[src/rtl/core/x86pr_ram.sv]
// x86pr_ram: generic single-port-write, single-read ram with registered read
// no dependencies

module x86pr_ram #(
   parameter int WIDTH = 8,
   parameter int DEPTH = 32
) (
   input  logic                     clock,
   input  logic                     wr_en,
   input  logic [$clog2(DEPTH)-1:0] wr_addr,
   input  logic [WIDTH-1:0]         wr_data,
   input  logic [$clog2(DEPTH)-1:0] rd_addr,
   output logic [WIDTH-1:0]         rd_data
);

   logic [WIDTH-1:0] mem_ff [DEPTH];

   // write port and registered read
   always_ff @(posedge clock) begin
      if (wr_en) begin
         mem_ff[wr_addr] <= wr_data;
      end
      rd_data <= mem_ff[rd_addr];
   end

endmodule

[config.mk]
export PLATFORM = sky130hd
export DESIGN_NAME = x86pr_ram
export DESIGN_NICKNAME = d
export VERILOG_FILES = /design/src/rtl/core/x86pr_ram.sv
export SDC_FILE = /design/constraint.sdc
export NUM_CORES = 1
export LEC_CHECK = 0
export BUFFER_PORTS_ARGS = -buffer_cell sky130_fd_sc_hd__buf_2
export CAP_MARGIN = 20
export CORE_UTILIZATION = 61
export DETAILED_ROUTE_END_ITERATION = 10
export GPL_ROUTABILITY_DRIVEN = 0
export PLACE_DENSITY = 0.83
export RECOVER_POWER = 50
export SLEW_MARGIN = 15
export SYNTH_ARGS = -nofsm -noshare
export SYNTH_HDL_FRONTEND = slang
export SYNTH_SLANG_ARGS = --single-unit
[constraint.sdc]
create_clock -name clock -period 2.6 [get_ports clock]
set_clock_uncertainty 0.1 [all_clocks]
set_input_delay 0.52 -clock clock [delete_from_list [all_inputs] [get_ports clock]]
set_output_delay 0.52 -clock clock [all_outputs]
set_load 0.01 [all_outputs]
==> results of run 1 <==
sequential cells by signal, indices dropped and copies added (netlist names):
register	cells
mem_ff	256
rd_data	8
power by group through the flow:
stage / registers (mW) / logic, mW / clock network, mW
floorplan: 4.84 / 0.252 / 0
global placement: 4.84 / 0.443 / 0
detailed placement: 4.84 / 0.463 / 0
CTS: 4.76 / 0.474 / 3.83
global route: 4.76 / 0.492 / 4.02
finish: 4.76 / 0.467 / 3.80
routing by layer:
layer  routed length, µm  part of all wire [%]  up-vias
li1                    -                     -     1924
met4                 454                   2.1        0
met2               10800                    50      306
met3                2040                   9.3       35
met5                   0                     0        -
met1                8510                    39     2527
layout make-up:
class                   count  area (µm²)  area share (%)
clock buffers              32         694            6.00
multi-input cells         133        2100            18.1
flip-flops and latches    264        7850            67.8
repair buffers             67         480            4.15
well taps                 216         270            2.33
clock inverters            16         183            1.58
how the worst max path moves through the flow:
| stage | from | endpoint | slack (ns) | depth (start not counted) |
|---|---|---|---|---|
| after floorplan | rd_addr[2] | rd_data[0] | 0.18 | 5 |
| after global placement | rd_addr[0] | rd_data[7] | 0.08 | 5 |
| after detailed placement | rd_addr[0] | rd_data[3] | 0.05 | 5 |
| after CTS | rd_addr[0] | rd_data[6] | 0.56 | 5 |
| after global routing | rd_addr[0] | rd_data[4] | 0.54 | 5 |
| final | rd_addr[0] | rd_data[6] | 0.57 | 5 |
synth_stat cells (all sizes together):
| cell type | n | share of area, % |
|---|---|---|
| dfxtp | 8 | 1.6 |
| nand3 | 2 | 0.10 |
| or3 | 1 | 0.062 |
| mux4 | 80 | 18 |
| nor2 | 33 | 1.2 |
| nand2 | 1 | 0.037 |
| edfxtp | 256 | 76 |
| clkbuf | 6 | 0.22 |
| mux2 | 8 | 0.90 |
| buf | 14 | 0.83 |
| or3b | 3 | 0.26 |
| nand3b | 5 | 0.37 |
critical path, stage by stage:
cell	delay [ns]
buf_4	0.18
buf_12	0.23
mux4_2	0.58
mux4_2	0.52
mux2_2	0.29
cell families after synthesis:
| kind of cell | count (synthesis) |
|---|---|
| DFF | 264 |
| muxes | 88 |
| and+or+nand+nor | 45 |
| buffers and inverters | 20 |
==> impl_metrics.toml, run 1 <==
[clock_tree]
cts_max_level = 1
postCtsSetupRepairBufs = 0
clk_pin_slew_worst_paths_ns = 0.06
cts.hold.buffers_added = 0
cts_max_path_buffers = 3
clockRootBuffer = "clkbuf_16"
numCtsBuffers = 26
cts.sinks = 264
clkLatencyLatePin_ns = 0.53
post_cts_resized = 0
cts_tree = "built"

[finish]
layout_common_cells = "256 x edfxtp_1, 80 x mux4_2, 34 x buf_4"
nFillCells = 920
antenna_cells = 0
area_growth_pct = 15.1
fin_nets = 512
final_common_cell = "edfxtp_1"
design_area_um2 = 11600
final_cells = 728
utilization_pct = 72.3
drive_above_1_share_pct = 36.1

[global_route]
use_met2_pct = 44.4
grt_pass1_vias = 4786
grt_use_met3_pct = 5.62
grt_max_degree = 65
use_met1_pct = 41.8
antenna_found_initial = 0
top_usage_layer = "met2"
globalRouteTotalUtil_pct = 28.2
grt_overflow = 0
grt_pass1_wl_mm = 32.4

[placement]
io_buffers = 27
dpl_worst_slack_ns = 0.0537
placed_area_um2 = 10700
dp.cells = 680
hpwl_mm = 12.5

[min_path]
hold_start = "rd_addr[3]"
whs_endpoint = "rd_data[1]"
hold_path_class = "in -> reg"
hold_path_depth = 2

[synthesis]
yosys.area_share.simple_pct = 2.07
synth_area_per_cell_um2 = 24.1
syn_inst = 417
yosysUniqueCellTypes = 15
netlist_area_um2 = 10100
synth_xor_area_share_pct = 0
syn_nets = 437
synth-adder-area-share_pct = 0
synth_seq_cells = 264
synth_seq_area_share_pct = 78.1
synthMuxAreaShare_pct = 18.8
synth_top_family_by_area = "multiplexers"
yosys_warnings = 0
synth_compound_area_share_pct = 0

[timing]
final_max_slew_viol_count = 33
clock.fmax_mhz = 492
hold_viol = 0
worst_slew_pin_slew_ns = 1.53
rsz0062_at_grt = "false"
min_period_over_period_pct = 78.2
post-route-min-period_ns = 2.03
setup_viol = 0
hold_slack_ns = 0.320
slew_headroom_pct = -1.79
layout_setup_ws_ns = 0.568
tns_ns = 0

[detailed_routing]
drc = 0
ant_nets = 0
wl_per_cell_um = 30.0
dr.pass1.iters = 5
vias = 4792
drtIter0Drc = 708
finalWirelength_mm = 21.8
avgViaCountPerCell = 6.58

[floorplanning]
die_width_um = 130
design.portCount = 28
core_um2 = 16000
die_area_um2 = 17000
rows = 46
die_h_um = 130
initial_utilization_pct = 62.8

[flow_run]
cap_viol_max_count = 2

[power]
p_total_mw = 9.02
switching_power_mw = 1.79
cellLeakagePower_nw = 3.69
intPower_mw = 7.23
switching_share_pct = 19.8
peakVddDrop_v = 0.000790
clkPwrFrac_pct = 42.1
p_per_area_nw_per_um2 = 780
power_frac_comb_pct = 5.2
seqPwrFrac_pct = 52.7

[worst_setup_path]
cp.arrival_ns = 2.35
critPathKind = "in -> reg"
required_ns = 2.91
reg2reg_depth = 3
worstSetupEndpointType = "flip-flop"
reg2reg_from = "mem_ff[22][4]"
startpoint_type = "primary input"
timing.rr.end = "rd_data[4]"
cp_max_fo = 21
reg2reg_slack_ns = 0.62

[run_status]
status = "finished, violations left"
violations = "capacitance limit, slew limit"
(Power assumes the default switching activity.)
==> run 2, diff against run 1 <==
- clock period: 2.6 -> 1.93 ns (I/O delays scaled with it)
==> run 2 against run 1 <==
- the run ends with capacitance limit, slew limit, setup timing left
- largest cell class unchanged
- highest routed layer unchanged
- register-to-register slack lost 0.70 ns
- worst hold slack lost 0.085 ns
- flip-flop and latch count is the same
- critical path type is now reg -> reg
==> impl_metrics.toml, run 2 (synthesis gave the netlist of run 1 again) <==
[power]
peakVddDrop_v = 0.000773
p_total_mw = 11.7
clkPwrFrac_pct = 39.4
power_frac_comb_pct = 5.6
intPower_mw = 9.29
p_per_area_nw_per_um2 = 1010
seqPwrFrac_pct = 55.0
switching_power_mw = 2.37
switching_share_pct = 20.4
cellLeakagePower_nw = 3.69

[worst_setup_path]
critPathMaxStageDelay_ns = 0.54
crit_chain = "mux4_2 -> mux4_2 -> mux2_2"
cp_slowest_cell = "mux4_2"
required_ns = 2.23
worstSetupEndpointType = "flip-flop"
cp.arrival_ns = 2.31
cpMostUsedCell = "mux4_2"
startpoint_type = "flip-flop"
critPathKind = "reg -> reg"
cp_max_fo = 1

[global_route]
globalRouteTotalUtil_pct = 28.1
grt_pass1_wl_mm = 32.6
grt_max_degree = 33
grt_pass1_vias = 4828
antenna_found_initial = 0
grt_overflow = 0

[detailed_routing]
drtIter0Drc = 764
avgViaCountPerCell = 6.66
finalWirelength_mm = 22.2
wl_per_cell_um = 30.4
ant_nets = 0
dr.pass1.iters = 7
vias = 4861
drc = 0

[timing]
hold_viol = 0
final_max_slew_viol_count = 163
min_period_over_period_pct = 104
layout_setup_ws_ns = -0.0809
slew_headroom_pct = -2.94
setup_viol = 5
rsz0062_at_grt = "true"
clock.fmax_mhz = 497
worst_slew_pin_slew_ns = 1.54
post-route-min-period_ns = 2.01

[clock_tree]
postCtsSetupRepairBufs = 0
numCtsBuffers = 25
clockRootBuffer = "clkbuf_16"
cts.sinks = 264
clkLatencyLatePin_ns = 0.53
cts_tree = "built"
cts_max_path_buffers = 3
cts_max_level = 1
clk_pin_slew_worst_paths_ns = 0.06

[floorplanning]
design.portCount = 28
die_h_um = 130
core_um2 = 16000
initial_utilization_pct = 62.8
die_width_um = 130
rows = 46
die_area_um2 = 17000

[finish]
drive_above_1_share_pct = 35.8
largest_reg_flops = 256
final_common_cell = "edfxtp_1"
final_cells = 730
top_regs = "mem_ff x256, rd_data x8"
layout_common_cells = "256 x edfxtp_1, 80 x mux4_2, 36 x buf_4"
fin_nets = 515
antenna_cells = 0
top_register = "mem_ff"
utilization_pct = 72.1
area_growth_pct = 14.8

[flow_run]
cap_viol_max_count = 5

[placement]
hpwl_mm = 12.9
io_buffers = 27
dp.cells = 684
dpl_worst_slack_ns = -0.466

[min_path]
hold_path_class = "in -> reg"

[run_status]
violations = "capacitance limit, slew limit, setup timing"
status = "finished, violations left"
==> run 2: changes by cell type in the layout (fill, tap and decap cells not counted), sizes merged <==
cell / before / now
clkinvlp: 3 / 1
clkinv: 9 / 5
bufinv: 4 / 1
clkbuf: 44 / 48
inv: 0 / 1
buf: 55 / 61
==> run 2: what timing repair did <==
| action | 4_1_cts | 5_1_grt |
|---|---|---|
| pin swaps | 0 | 0 |
| resized for setup | 3 | 0 |
| endpoints found under the setup margin | 4 | 6 |
| hold buffers | 0 | 0 |
==> run 2: worst max-delay path: cells and delay by family, from the launching register on <==
family,cells,cell delay [ns]
multiplexers,3,1.38
flip-flops,1,0.40
==> run 2: per-stage QoR <==
| stage | area (µm²) | hold WS (ns) | TNS, ns |
|---|---|---|---|
| 2_1_floorplan | 10200 | 0.385 | -1.22 |
| 3_3_place_gp | 10800 | 0.684 | -3.46 |
| 5_1_grt | 11500 | 0.224 | -0.257 |
| 4_1_cts | 11600 | 0.219 | -0.180 |
| 6_report | 11500 | 0.235 | -0.177 |
| 3_5_place_dp | 10800 | 0.692 | -3.53 |
==> run 2: cell type report <==
class,instances,area [µm²]
clock inverters,8,67.6
well taps,216,270
multi-input cells,133,2110
repair buffers,71,553
flip-flops and latches,264,7850
fillers,894,4460
clock buffers,38,694
==> run 2: path summary, 6_finish.rpt <==
| check | slack, ns | end | startpoint | cells past startpoint |
|---|---|---|---|---|
| setup / recovery | -0.08 | rd_data[3] | mem_ff[15][3] | 3 |
| hold / removal | 0.24 | rd_data[4] | rd_addr[3] | 2 |
| setup reg to reg | -0.08 | rd_data[3] | mem_ff[15][3] | 3 |
| hold reg to reg | 0.81 | rd_data[0] | mem_ff[5][0] | 3 |
==> run 2: power groups by stage <==
stage	sequential [mW]	combinational, mW	clock, mW
2_1_floorplan	6.52	0.367	0
3_3_place_gp	6.52	0.618	0
3_5_place_dp	6.53	0.641	0
4_1_cts	6.41	0.659	4.62
5_1_grt	6.42	0.686	4.83
6_report	6.41	0.654	4.59
==> run 2: metal layers <==
layer / global-route usage [%] / vias to the layer above / part of all wire (%)
met5: 0 / - / 0
met4: 6.90 / 0 / 2.4
met3: 5.17 / 46 / 9.9
met2: 44.4 / 334 / 49
met1: 41.9 / 2543 / 39
li1: - / 1938 / -
==> run 3, diff against run 2 <==
- CELL_PAD_IN_SITES_DETAIL_PLACEMENT: unset -> 1
- CELL_PAD_IN_SITES_GLOBAL_PLACEMENT: unset -> 1
- CORE_UTILIZATION: 61 -> 55
==> run 3 against run 2 <==
- the flow still finishes with violations (capacitance limit, slew limit, setup timing)
- sequential power barely moved
- clock power rose by 10%
- via count rose by 1.0%
- non-clock buffer count rose by 7
- total power rose by 4.3%
- worst hold slack improved by 0.0020 ns
- maximum frequency fell by 0.11%
- register-to-register slack barely moved
- critical endpoint is now rd_data[5]
- largest cell class unchanged
- highest routed layer unchanged
==> impl_metrics.toml, run 3 (synthesis gave the netlist of run 1 again) <==
[finish]
antenna_cells = 0
top_register = "mem_ff"
design_area_um2 = 11700
final_common_cell = "edfxtp_1"
area_growth_pct = 16.7
layout_common_cells = "256 x edfxtp_1, 80 x mux4_2, 40 x buf_4"
top_regs = "mem_ff x256, rd_data x8"
drive_above_1_share_pct = 37.5
nFillCells = 1425
fin_nets = 523
largest_reg_flops = 256
utilization_pct = 65.3

[worst_setup_path]
cp_max_fo = 1
worstSetupEndpointType = "flip-flop"
startpoint_type = "flip-flop"
cp_slowest_cell = "mux4_2"
crit_chain = "mux4_2 -> mux4_2 -> mux2_4"
critPathKind = "reg -> reg"
cpMostUsedCell = "mux4_2"
required_ns = 2.26
cp.arrival_ns = 2.34
critPathMaxStageDelay_ns = 0.55

[power]
p_per_area_nw_per_um2 = 1040
p_total_mw = 12.2
cellLeakagePower_nw = 3.78
peakVddDrop_v = 0.000830

[timing]
hold_slack_ns = 0.237
slew_headroom_pct = -7.96
post-route-min-period_ns = 2.01
worst_slew_pin_slew_ns = 1.62
final_max_slew_viol_count = 99
rsz0062_at_grt = "true"
clock.fmax_mhz = 497
hold_viol = 0
setup_viol = 4
min_period_over_period_pct = 104
layout_setup_ws_ns = -0.0831

[detailed_routing]
dr.pass1.iters = 5
finalWirelength_mm = 24.6
wl_per_cell_um = 32.7
drc = 0
vias = 4912
avgViaCountPerCell = 6.53
drtIter0Drc = 609
ant_nets = 0

[clock_tree]
clockRootBuffer = "clkbuf_16"
clkLatencyLatePin_ns = 0.54
cts.sinks = 264
cts_max_level = 1
numCtsBuffers = 26
cts_tree = "built"
cts_max_path_buffers = 3
cts.hold.buffers_added = 0
clk_pin_slew_worst_paths_ns = 0.06

[flow_run]
cap_viol_max_count = 4

[floorplanning]
die_width_um = 137
design.portCount = 28
die_area_um2 = 18800
core_um2 = 18000
rows = 49
die_h_um = 137
initial_utilization_pct = 56.0

[global_route]
grt_pass1_vias = 5076
globalRouteTotalUtil_pct = 27.8
antenna_found_initial = 0
grt_max_degree = 33
grt_pass1_wl_mm = 35.4
grt_overflow = 0

[placement]
hpwl_mm = 14.9
placed_area_um2 = 10900
io_buffers = 27

[run_status]
violations = "capacitance limit, slew limit, setup timing"
status = "finished, violations left"

[min_path]
hold_path_class = "in -> reg"
==> run 3: what timing repair did <==
action                                  in CTS  in global routing
setup buffers                                3                  0
endpoints found under the setup margin       5                  7
cloned                                       0                  0
resized for setup                            1                  0
==> run 3: final timing paths <==
kind,cells past startpoint,slack [ns],startpoint,end
worst max-delay path,3,-0.08,mem_ff[7][5],rd_data[5]
worst min-delay path,2,0.24,rd_addr[3],rd_data[5]
worst max register to register,3,-0.08,mem_ff[7][5],rd_data[5]
worst min register to register,3,0.84,mem_ff[28][7],rd_data[7]
==> run 3: through the flow <==
step                cells  setup TNS, ns  setup slack, ns
floorplan             417          -1.22           -0.153
global placement      701          -3.49           -0.538
detailed placement    701          -3.82           -0.569
CTS                   752         -0.141          -0.0750
global route          752         -0.181          -0.0707
finish                752         -0.152          -0.0831
==> run 3: worst max-delay path, delay by kind of cell, from the launching register on <==
kind   cells  cell delay, ns
flops      1            0.42
mux        3            1.37
==> run 3: where the power goes <==
group          switching (mW)  internal [mW]
logic                   0.373          0.309
registers              0.0338           6.38
clock network            2.10           2.97
total                    2.51           9.66
==> run 3: final cells by class <==
cell class | count | area (µm²) | share of cell area, %
Timing Repair Buffer | 78 | 643 | 5.48
Clock buffer | 36 | 708 | 6.04
Multi-Input combinational cell | 133 | 2100 | 17.9
Clock inverter | 12 | 143 | 1.22
Sequential cell | 264 | 7850 | 66.9
Tap cell | 229 | 287 | 2.44
==> run 3: per-layer routing <==
metal | GRT usage, % | part of all wire (%) | up-vias
met1 | 38.8 | 39 | 2649
met3 | 5.30 | 8.0 | 45
met5 | 0 | 0 | -
met2 | 44.8 | 50 | 266
met4 | 9.04 | 3.0 | 0
li1 | - | - | 1952
